<file path="config.mk">
export PLATFORM = sky130hd
export DESIGN_NAME = accel_delta_event_detector
export DESIGN_NICKNAME = d
export VERILOG_FILES = /design/src/rtl/ade_pkg.sv /design/src/rtl/ade_regs.sv /design/src/rtl/ade_axis.sv /design/src/rtl/accel_delta_event_detector.sv
export SDC_FILE = /design/constraint.sdc
export NUM_CORES = 1
export LEC_CHECK = 0
export ABC_AREA = 1
export BUFFER_PORTS_ARGS = -buffer_cell sky130_fd_sc_hd__buf_2
export CAP_MARGIN = 10
export CELL_PAD_IN_SITES_DETAIL_PLACEMENT = 0
export CELL_PAD_IN_SITES_GLOBAL_PLACEMENT = 1
export CORE_ASPECT_RATIO = 1.1
export CORE_MARGIN = 5
export CORE_UTILIZATION = 25
export CTS_CLUSTER_DIAMETER = 40
export DETAILED_ROUTE_END_ITERATION = 8
export GPL_TIMING_DRIVEN = 0
export PLACE_DENSITY = 0.48
export SLEW_MARGIN = 15
export SYNTH_ARGS = -nofsm -noshare
export SYNTH_HDL_FRONTEND = slang
export SYNTH_HIERARCHICAL = 1
export SYNTH_SLANG_ARGS = --single-unit
</file>
<file path="constraint.sdc">
create_clock -name aclk -period 9.8 [get_ports aclk]
set_clock_uncertainty 0.1 [all_clocks]
set_input_delay 0.49 -clock aclk [delete_from_list [all_inputs] [get_ports aclk]]
set_output_delay 0.49 -clock aclk [all_outputs]
set_load 0.005 [all_outputs]
</file>
<file path="src/rtl/ade_pkg.sv">
package ade_pkg;

    // Field widths
    localparam int SAMPLE_BITS   = 20;
    localparam int LIMIT_W       = 24;
    localparam int MODE_W        = 2;
    localparam int CNT_W         = 32;
    localparam int COFFEE_W      = 4;
    localparam int COFFEE_EVENTS = 11;

    // Configuration port
    localparam int CFG_IDX_W  = 2;
    localparam int CFG_DATA_W = LIMIT_W;

    // Axis difference is one bit wider than a sample; compare at the wider of the two
    localparam int DIFF_W = SAMPLE_BITS + 1;
    localparam int CMP_W  = (DIFF_W > LIMIT_W) ? DIFF_W : LIMIT_W;

    // Stream packing: input x | y | z | door, result fired | total | advertise
    localparam int S_X_LO      = 0;
    localparam int S_Y_LO      = SAMPLE_BITS;
    localparam int S_Z_LO      = 2 * SAMPLE_BITS;
    localparam int S_DOOR_BIT  = 3 * SAMPLE_BITS;
    localparam int S_FIELDS_W  = 3 * SAMPLE_BITS + 1;
    localparam int S_TDATA_W   = ((S_FIELDS_W + 7) / 8) * 8;
    localparam int M_FIRED_BIT = 0;
    localparam int M_TOTAL_LO  = 1;
    localparam int M_ADV_BIT   = CNT_W + 1;
    localparam int M_FIELDS_W  = CNT_W + 2;
    localparam int M_TDATA_W   = ((M_FIELDS_W + 7) / 8) * 8;

    typedef logic signed [SAMPLE_BITS-1:0] sample_t;
    typedef logic [LIMIT_W-1:0]            limit_t;
    typedef logic [MODE_W-1:0]             mode_t;
    typedef logic [COFFEE_W-1:0]           coffee_t;
    typedef logic [CNT_W-1:0]              count_t;

    // Register indexes
    typedef enum logic [CFG_IDX_W-1:0] {
        REG_MODE    = 2'd0,
        REG_LIMIT_X = 2'd1,
        REG_LIMIT_Y = 2'd2,
        REG_LIMIT_Z = 2'd3
    } reg_idx_t;

    // Operating modes; any code other than door or coffee acts as chair
    localparam mode_t MODE_CHAIR  = 2'd1;
    localparam mode_t MODE_DOOR   = 2'd2;
    localparam mode_t MODE_COFFEE = 2'd3;

    localparam limit_t  LIMIT_RESET = 24'd128;
    localparam coffee_t COFFEE_LAST = COFFEE_W'(COFFEE_EVENTS);

    typedef struct packed {
        mode_t  mode;
        limit_t limit_x;
        limit_t limit_y;
        limit_t limit_z;
    } cfg_t;

endpackage

</file>
<file path="src/rtl/ade_regs.sv">
module ade_regs
    import ade_pkg::*;
(
    input  logic                  aclk,
    input  logic                  aresetn,
    input  logic                  cfg_we,
    input  logic [CFG_IDX_W-1:0]  cfg_index,
    input  logic [CFG_DATA_W-1:0] cfg_data,
    output cfg_t                  cfg
);

    cfg_t cfg_reg;

    // Register file, to be written only while the datapath is idle; the block itself does not enforce this
    always_ff @(posedge aclk) begin
        if (!aresetn) begin
            cfg_reg.mode    <= MODE_CHAIR;
            cfg_reg.limit_x <= LIMIT_RESET;
            cfg_reg.limit_y <= LIMIT_RESET;
            cfg_reg.limit_z <= LIMIT_RESET;
        end else if (cfg_we) begin
            unique case (reg_idx_t'(cfg_index))
                REG_MODE:    cfg_reg.mode    <= cfg_data[MODE_W-1:0];
                REG_LIMIT_X: cfg_reg.limit_x <= cfg_data[LIMIT_W-1:0];
                REG_LIMIT_Y: cfg_reg.limit_y <= cfg_data[LIMIT_W-1:0];
                REG_LIMIT_Z: cfg_reg.limit_z <= cfg_data[LIMIT_W-1:0];
                default: begin
                end
            endcase
        end
    end

    assign cfg = cfg_reg;

endmodule

</file>
<file path="src/rtl/ade_axis.sv">
module ade_axis
    import ade_pkg::*;
(
    input  sample_t sample,
    input  sample_t ref_val,
    input  limit_t  limit,
    output logic    moved
);

    logic signed [DIFF_W-1:0] diff;
    logic [DIFF_W-1:0]        mag;

    // Exact difference, then magnitude; strictly greater than the limit is a move
    assign diff  = {sample[SAMPLE_BITS-1], sample} - {ref_val[SAMPLE_BITS-1], ref_val};
    assign mag   = diff[DIFF_W-1] ? (~diff + 1'b1) : diff;
    assign moved = CMP_W'(mag) > CMP_W'(limit);

endmodule

</file>
<file path="src/rtl/accel_delta_event_detector.sv">
// Send-on-delta event detector for a three-axis accelerometer.
// Input stream (s_*): one transaction per sample, tdata carries accel_x,
// accel_y, accel_z (signed) and the door-open level. Result stream (m_*):
// one transaction per sample with event_fired, event_total and advertise.
// Configuration: cfg_we writes cfg_data into register cfg_index at the
// clock edge (0 mode_select, 1..3 axis limits); write only while idle.
// Path: an accepted sample is registered, evaluated against the reference
// and gate state, and loaded into the result register, which drives m_tvalid.
// Throughput: one sample per cycle while the receiver does not stall; the input
// register and the result register form a two-stage path, and state is updated
// in the same cycle the result register loads.
// Receiver stall: the result holds in its register; one more sample waits
// in the input register, after which s_tready drops until m_tready returns.
// Reset (aresetn low, synchronous): both stages empty, no reference, all
// counters zero, mode chair, limits 128. The first sample after reset only
// becomes the reference and yields a result with event_fired 0.
module accel_delta_event_detector
    import ade_pkg::*;
(
    input  logic                  aclk,
    input  logic                  aresetn,
    input  logic                  s_tvalid,
    output logic                  s_tready,
    input  logic [S_TDATA_W-1:0]  s_tdata,  // accel_x, accel_y, accel_z, door_is_open, zero pad
    output logic                  m_tvalid,
    input  logic                  m_tready,
    output logic [M_TDATA_W-1:0]  m_tdata,  // event_fired, event_total, advertise, zero pad
    input  logic                  cfg_we,
    input  logic [CFG_IDX_W-1:0]  cfg_index,
    input  logic [CFG_DATA_W-1:0] cfg_data
);

    cfg_t cfg;

    logic    in_valid_reg;
    sample_t in_x_reg, in_y_reg, in_z_reg;
    logic    in_door_reg;

    sample_t ref_x_reg, ref_y_reg, ref_z_reg;
    logic    have_ref_reg;
    count_t  event_cnt_reg, event_cnt_next;
    coffee_t coffee_reg, coffee_next;
    logic    pair_reg, pair_next;

    logic    out_valid_reg;
    logic    out_fired_reg;
    count_t  out_total_reg;
    logic    out_adv_reg;

    logic    advance;
    logic    moved_x, moved_y, moved_z;
    logic    fire, adv;

    ade_regs u_regs (
        .aclk      (aclk),
        .aresetn   (aresetn),
        .cfg_we    (cfg_we),
        .cfg_index (cfg_index),
        .cfg_data  (cfg_data),
        .cfg       (cfg)
    );

    ade_axis u_axis_x (.sample(in_x_reg), .ref_val(ref_x_reg), .limit(cfg.limit_x), .moved(moved_x));
    ade_axis u_axis_y (.sample(in_y_reg), .ref_val(ref_y_reg), .limit(cfg.limit_y), .moved(moved_y));
    ade_axis u_axis_z (.sample(in_z_reg), .ref_val(ref_z_reg), .limit(cfg.limit_z), .moved(moved_z));

    // Handshake: evaluate when the result register is free or being drained
    assign advance  = in_valid_reg && (!out_valid_reg || m_tready);
    assign s_tready = !in_valid_reg || advance;

    // Input register
    always_ff @(posedge aclk) begin
        if (!aresetn) begin
            in_valid_reg <= 1'b0;
        end else if (s_tready) begin
            in_valid_reg <= s_tvalid;
        end
    end

    always_ff @(posedge aclk) begin
        if (s_tvalid && s_tready) begin
            in_x_reg    <= s_tdata[S_X_LO +: SAMPLE_BITS];
            in_y_reg    <= s_tdata[S_Y_LO +: SAMPLE_BITS];
            in_z_reg    <= s_tdata[S_Z_LO +: SAMPLE_BITS];
            in_door_reg <= s_tdata[S_DOOR_BIT];
        end
    end

    // Event decision and send gate
    always_comb begin
        fire           = have_ref_reg &&
                         ((cfg.mode == MODE_DOOR && in_door_reg) || moved_x || moved_y || moved_z);
        adv            = 1'b0;
        event_cnt_next = event_cnt_reg;
        coffee_next    = coffee_reg;
        pair_next      = pair_reg;
        if (fire) begin
            event_cnt_next = event_cnt_reg + 1'b1;
            if (cfg.mode == MODE_COFFEE && coffee_reg < COFFEE_LAST) begin
                coffee_next = coffee_reg + 1'b1;
            end else if (!pair_reg) begin
                pair_next = 1'b1;
            end else begin
                pair_next   = 1'b0;
                coffee_next = '0;
                adv         = 1'b1;
            end
        end
    end

    // Reference and gate state
    always_ff @(posedge aclk) begin
        if (!aresetn) begin
            have_ref_reg  <= 1'b0;
            ref_x_reg     <= '0;
            ref_y_reg     <= '0;
            ref_z_reg     <= '0;
            event_cnt_reg <= '0;
            coffee_reg    <= '0;
            pair_reg      <= 1'b0;
        end else if (advance) begin
            have_ref_reg  <= 1'b1;
            event_cnt_reg <= event_cnt_next;
            coffee_reg    <= coffee_next;
            pair_reg      <= pair_next;
            if (fire || !have_ref_reg) begin
                ref_x_reg <= in_x_reg;
                ref_y_reg <= in_y_reg;
                ref_z_reg <= in_z_reg;
            end
        end
    end

    // Result register
    always_ff @(posedge aclk) begin
        if (!aresetn) begin
            out_valid_reg <= 1'b0;
        end else if (advance) begin
            out_valid_reg <= 1'b1;
        end else if (m_tready) begin
            out_valid_reg <= 1'b0;
        end
    end

    always_ff @(posedge aclk) begin
        if (advance) begin
            out_fired_reg <= fire;
            out_total_reg <= event_cnt_next;
            out_adv_reg   <= adv;
        end
    end

    assign m_tvalid = out_valid_reg;

    always_comb begin
        m_tdata                          = '0;
        m_tdata[M_FIRED_BIT]             = out_fired_reg;
        m_tdata[M_TOTAL_LO +: CNT_W]     = out_total_reg;
        m_tdata[M_ADV_BIT]               = out_adv_reg;
    end

endmodule

</file>
==> Yosys cells after proc, flatten, opt, wreduce, memory -nomap -nowiden <==
Index checks and enable logic that the tools add are counted.
{ "totals": {"elab_cells": 77, "reg_bits": 269} }
{ "op_classes": {"n_eq_ne": 5, "order_cmp": 4, "n_addsub": 8, "muxes": 10, "n_reduce_logical": 25, "n_bitwise": 5} }
{ "ops": {"columns": ["cell", "n"], "rows": [
  ["21-bit by 24-bit > comparator with 1-bit output", 3],
  ["21-bit by 1-bit adder with 21-bit output, second input constant", 3],
  ["21-bit 2-to-1 mux", 3],
  ["21-bit inverter", 3],
  ["20-bit by 20-bit subtractor with 21-bit output", 3],
  ["32-bit by 1-bit adder with 32-bit output, second input constant", 1],
  ["32-bit 2-to-1 mux", 1],
  ["2-bit AND reduction", 5],
  ["2-bit equality test, second input constant", 4],
  ["4-bit 2-to-1 mux", 2],
  ["1-bit logical OR", 6],
  ["3-bit AND reduction", 2],
  ["1-bit logical AND", 5],
  ["4-bit by 1-bit adder with 4-bit output, second input constant", 1],
  ["4-bit < comparator, second input constant", 1],
  ["1-bit 2-to-1 mux", 4],
  ["2-bit nonzero test", 2],
  ["1-bit logical NOT", 3],
  ["2-bit by 1-bit equality test with 1-bit output, second input constant", 1],
  ["2-bit logical NOT", 1],
  ["1-bit inverter", 2],
  ["2-bit OR reduction", 1]
]} }

==> Longest topological paths before layout <==
{ "depth": {"ltp_word": 11, "ltp_mapped": 37} }

==> By module <==
Netlist, hierarchy kept.
{ "modules_own_cells": {"columns": ["module", "area_each_um2", "instances", "cells_each"], "rows": [
  ["accel_delta_event_detector", 7830.0, 1, 837],
  ["ade_axis at u_axis_x ...", 2592.5, 2, 501],
  ["ade_regs", 3046.7, 1, 467],
  ["ade_axis at u_axis_z", 2628.8, 1, 514]
]} }

==> Worst setup path after synthesis <==
No wires, ideal clock.
{ "synth_timing": {"path_kind": "reg-to-reg", "from": "register in_z_reg[0]", "to": "register out_total_reg[23] (data pin)", "t_arrival_ns": 4.097, "setup_time_ns": 0.251, "path_stages_with_launch": 31, "path_slack_ns": 5.352, "path_buffers": 1, "t_required_ns": 9.449, "path_cell_list": "edfxtp_1 inv_1 ha_1 fa_1 ha_1 inv_1 a21oi_1 nand3_1 nor2_1 nand3_1 nor2_2 nand3_1 nand2_1 nand2_1 nand2_1 inv_1 ha_1 nand2_1 inv_1 nand3_1 or3_1 o32a_1 nor2_1 nand2_1 nor2_4 nor2_8 buf_4 nand3_1 nand2_1 nand2_1 inv_1"} }
{ "synth_between": {"elab_chain_len": 8} }
{ "synth_lines": {"columns": ["item", "line", "source"], "rows": [
  ["from (decl)", "accel_delta_event_detector.sv:36", "sample_t in_x_reg, in_y_reg, in_z_reg;"],
  ["from (signal assigned)", "accel_delta_event_detector.sv:84", "in_z_reg <= s_tdata[S_Z_LO +: SAMPLE_BITS];"],
  ["20-bit by 20-bit subtractor with 21-bit output *", "ade_axis.sv:14", "assign diff = {sample[SAMPLE_BITS-1], sample} - {ref_val[SAMPLE_BITS-1], ref_val};"],
  ["21-bit inverter", "ade_axis.sv:15", "assign mag = diff[DIFF_W-1] ? (~diff + 1'b1) : diff;"],
  ["21-bit by 1-bit adder with 21-bit output", "ade_axis.sv:15", null],
  ["21-bit 2-to-1 mux *", "ade_axis.sv:15", null],
  ["21-bit by 24-bit > comparator with 1-bit output *", "ade_axis.sv:16", "assign moved = CMP_W'(mag) > CMP_W'(limit);"],
  ["net moved_z", "accel_delta_event_detector.sv:51", "logic moved_x, moved_y, moved_z;"],
  ["1-bit logical OR *", "accel_delta_event_detector.sv:92", "((cfg.mode == MODE_DOOR && in_door_reg) || moved_x || moved_y || moved_z);"],
  ["1-bit logical AND *", "accel_delta_event_detector.sv:91", "fire = have_ref_reg &&"],
  ["32-bit 2-to-1 mux *", "accel_delta_event_detector.sv:97", "if (fire) begin"],
  ["net event_cnt_next[23]", "accel_delta_event_detector.sv:41", "count_t event_cnt_reg, event_cnt_next;"],
  ["to (signal assigned)", "accel_delta_event_detector.sv:148", "out_total_reg <= event_cnt_next;"],
  ["to (decl)", "accel_delta_event_detector.sv:47", "count_t out_total_reg;"]
]} }
Mark *: on every way through the listed nets, which the timed path passes. The rest lies on a longest branch.
A chain may end at the register's enable or synchronous reset.

==> Final worst setup path <==
{ "layout_timing": {"from": "register in_z_reg[0]", "to": "register ref_z_reg[3]"} }
{ "layout_between": {"elab_chain_len": 9} }
{ "layout_lines": {"columns": ["item", "line", "source"], "rows": [
  ["20-bit by 20-bit subtractor with 21-bit output *", "ade_axis.sv:14", null],
  ["21-bit inverter", "ade_axis.sv:15", null],
  ["21-bit by 1-bit adder with 21-bit output", "ade_axis.sv:15", null],
  ["21-bit 2-to-1 mux *", "ade_axis.sv:15", null],
  ["21-bit by 24-bit > comparator with 1-bit output *", "ade_axis.sv:16", null],
  ["net moved_z", "accel_delta_event_detector.sv:51", null],
  ["1-bit logical OR *", "accel_delta_event_detector.sv:92", null],
  ["1-bit logical AND *", "accel_delta_event_detector.sv:91", null],
  ["1-bit logical OR *", "accel_delta_event_detector.sv:126", "if (fire || !have_ref_reg) begin"],
  ["2-bit AND reduction (no source line) *", null, null],
  ["to (signal assigned)", "accel_delta_event_detector.sv:129", "ref_z_reg <= in_z_reg;"],
  ["to (decl)", "accel_delta_event_detector.sv:39", "sample_t ref_x_reg, ref_y_reg, ref_z_reg;"]
]} }
Marked as above.

==> impl_metrics.tcl <==
set metrics [dict create \
    ff2ff_setup_slack_ns 3.98 \
    fmax_mhz 171.8 \
    p_leak_nw 11.55 \
    initial_core_util 0.2514 \
    cts_tree "yes" \
    grt_max_degree 44 \
    grt_pass1_wl_um 94880 \
    avgRoutedWirePerCell_um 14.49 \
    maxSlewViolCount 0 \
    cp.arrival_ns 6.24 \
    worst_path_max_delay_cell "fa_1" \
    fin_nets 3304 \
    r2r-start "in_z_reg[0]" \
    grt_pass1_vias 17400 \
    dp_hpwl_um 46550 \
    drt_iter0_drc 839 \
    slew_headroom 0.3123 \
    cp.depth 30 \
    drc 0 \
    die_w_um 270.7 \
    core-area_mm2 0.07436 \
    tightest_slew_ns 1.032 \
    rsz0062_at_grt "no" \
    avgViaCountPerCell 4.205 \
    cts_root_buffer "clkbuf_16" \
    holdPathStages 3 \
    largest_reg_flops 74 \
    gp_congestion 0.8108 \
    clk_latency_ns 0.64 \
    status "finished clean" \
    syn_avg_cell_area_um2 6.628 \
    hold_start "cfg_data[23]" \
    synth_largest_area_cell "dfxtp_1" \
    p_switching_mw 1.631 \
    async_flop_share 0 \
    worst_ir_drop_vdd_mv 0.1392 \
    synth_commonest_cells "nand2_1 (776), inv_1 (542), nor2_1 (403), dfxtp_1 (174), nand3_1 (162)" \
    ys_warn_count 6 \
    die_h_um 296.8 \
    combPwrFrac 0.299 \
    crit_path_max_incr_delay_ns 0.40 \
    r2r.worst_path.cells 30 \
    ios 137 \
    synth-seq-cells 269 \
    cts_buffers 60 \
    crit_path_start "in_z_reg[0]" \
    dr.pass1.iters 5 \
    cp_top_family "simple AND/OR/NAND/NOR gates" \
    finalSetupViolCount 0 \
    clockBufferDepth 3 \
    finalPower_mw 4.689 \
    power.share.sequential 0.274 \
    crit_required_ns 10.22 \
    post-synth-top-area-fraction 0.1864 \
    hold_class "in2reg" \
    fillers 8188 \
    post-route-period-util 0.5939 \
    ant_nets 0 \
    yosysSeqAreaShare 0.3390 \
    dpl_worst_slack_ns 3.870 \
    hold_viol 0 \
    drive_gt1_frac 0.1179 \
    powerDensity_mw_per_mm2 201.6 \
    clk_pin_slew_ns 0.05 \
    yosys-top-cells-area "dfxtp_1 (19%), nand2_1 (16%), edfxtp_1 (15%), inv_1 (11%), ha_1 (8.6%)" \
    path_common_cell "nand2_1" \
    cts.sinks 269 \
    grtUsageTotal 0.1464 \
    internal_power_mw 3.057 \
    synthCells 2820 \
    synth_most_common_cell "nand2_1" \
    critPathMaxFanout 10 \
    syn_area_mm2 0.01869 \
    synth_flop_cell "dfxtp_1" \
    drt_wl_total_um 59410 \
    grt_antenna_before_repair 16 \
    clockPowerShare 0.428 \
    cts-htree-levels 2 \
    rows 105 \
    sw_frac_of_total 0.3479 \
    fin_tns_setup_ns 0 \
    critPathBufInv 7 \
    fin_crit_ns 5.820 \
    hold_slack_ns 0.06419 \
    die-area_mm2 0.08034 \
    critical_path_class "reg2reg" \
    area_delta_synth_final_pct 24.44 \
    setup_ws_ns 3.980 \
    overflow 0 \
    synth_edf_count 95 \
    ys_types 47 \
    maxCapViolations 0 \
    worstSetupEndpointType "flop" \
    cp-start-kind "flop" \
    num_vias 17240 \
    io_buffers 126 \
]
==> through the flow <==
| stage | cell area, um^2 | instances | util |
|---|---|---|---|
| final | 23260 | 4100 | 0.3128 |
| after global routing | 23240 | 4093 | 0.3126 |
| after CTS | 23240 | 4092 | 0.3125 |
| after detailed placement | 20570 | 3915 | 0.2766 |
| after global placement | 20540 | 3914 | 0.2763 |
| after floorplan | 18710 | 2825 | - |
==> metal layers <==
metal | wire length [um] | vias to the layer above | GRT usage | part of all wire
met3 | 3183 | 96 | 0.03487 | 0.054
met5 | 34 | - | 0 | 0.00057
met4 | 1675 | 6 | 0.04232 | 0.028
li1 | - | 9246 | - | -
met1 | 27780 | 7608 | 0.1889 | 0.47
met2 | 26740 | 284 | 0.2443 | 0.45
==> placed cells by master, fill, tap and decap left out, drive strengths merged <==
cell / count
buf: 182
nor2: 423
a21oi: 109
o21ai: 120
a21boi: 2
clkbuf: 91
nand4: 36
dlygate4sd3: 64
edfxtp: 95
conb: 6
inv: 562
diode: 8
clkinv: 23
and2: 7
o32a: 1
a22oi: 3
or3: 3
nor3: 22
nand2: 812
nand3b: 5
a211oi: 4
dfxtp: 174
ha: 128
o31ai: 2
bufinv: 5
o21bai: 6
xnor2: 10
o211a: 1
o211ai: 5
nor4: 1
clkinvlp: 6
xor2: 51
nand3: 166
o21a: 1
fa: 3
==> final timing paths <==
path,endpoint
worst max-delay path,ref_z_reg[3]
worst min-delay path,u_regs/cfg[23]
worst max register to register,ref_z_reg[3]
worst min register to register,u_regs/cfg[31]
==> worst min-delay path: cells and delay by family <==
| family | cells | cell delay (ns) |
|---|---|---|
| AND/OR/NAND/NOR | 2 | 0.15 |
| buffers and inverters | 1 | 0.12 |
==> cell type report <==
type / count / area [um^2] / area share
plain buffers: 69 / 464.2 / 0.01996
well taps: 963 / 1205 / 0.05180
multi-input cells: 1927 / 9808 / 0.4217
repair buffers: 191 / 1291 / 0.05552
flip-flops and latches: 269 / 6336 / 0.2724
clock inverters: 36 / 414.1 / 0.01781
clock buffers: 77 / 1615 / 0.06945
diodes: 8 / 20.02 / 0.0008607
inverters: 560 / 2105 / 0.09048
==> power groups by stage <==
stage                     clock [mW]  sequential [mW]  combinational, mW
after CTS                       2.08             1.29               1.44
after floorplan                    0             1.29               1.04
after global placement             0             1.31               1.39
final                           2.00             1.28               1.40
after detailed placement           0             1.31               1.41
after global routing            2.13             1.29               1.64
==> timing repair <==
item,in CTS,in global routing
buffers inserted,0,0
gates resized for setup,0,0
hold buffers,64,0
endpoints found under the hold margin,64,0
==> cell families after synthesis <==
group | count (synthesis) | share of synthesized area
buf+inv | 629 | 0.1372
xor+xnor | 61 | 0.03160
flops | 269 | 0.3390
simple gates | 1475 | 0.3296
compound gates | 254 | 0.07344
fa+ha+maj | 131 | 0.08890
other cells | 1 | 0.0002006
Note: power is estimated with default switching activity, not from simulation.
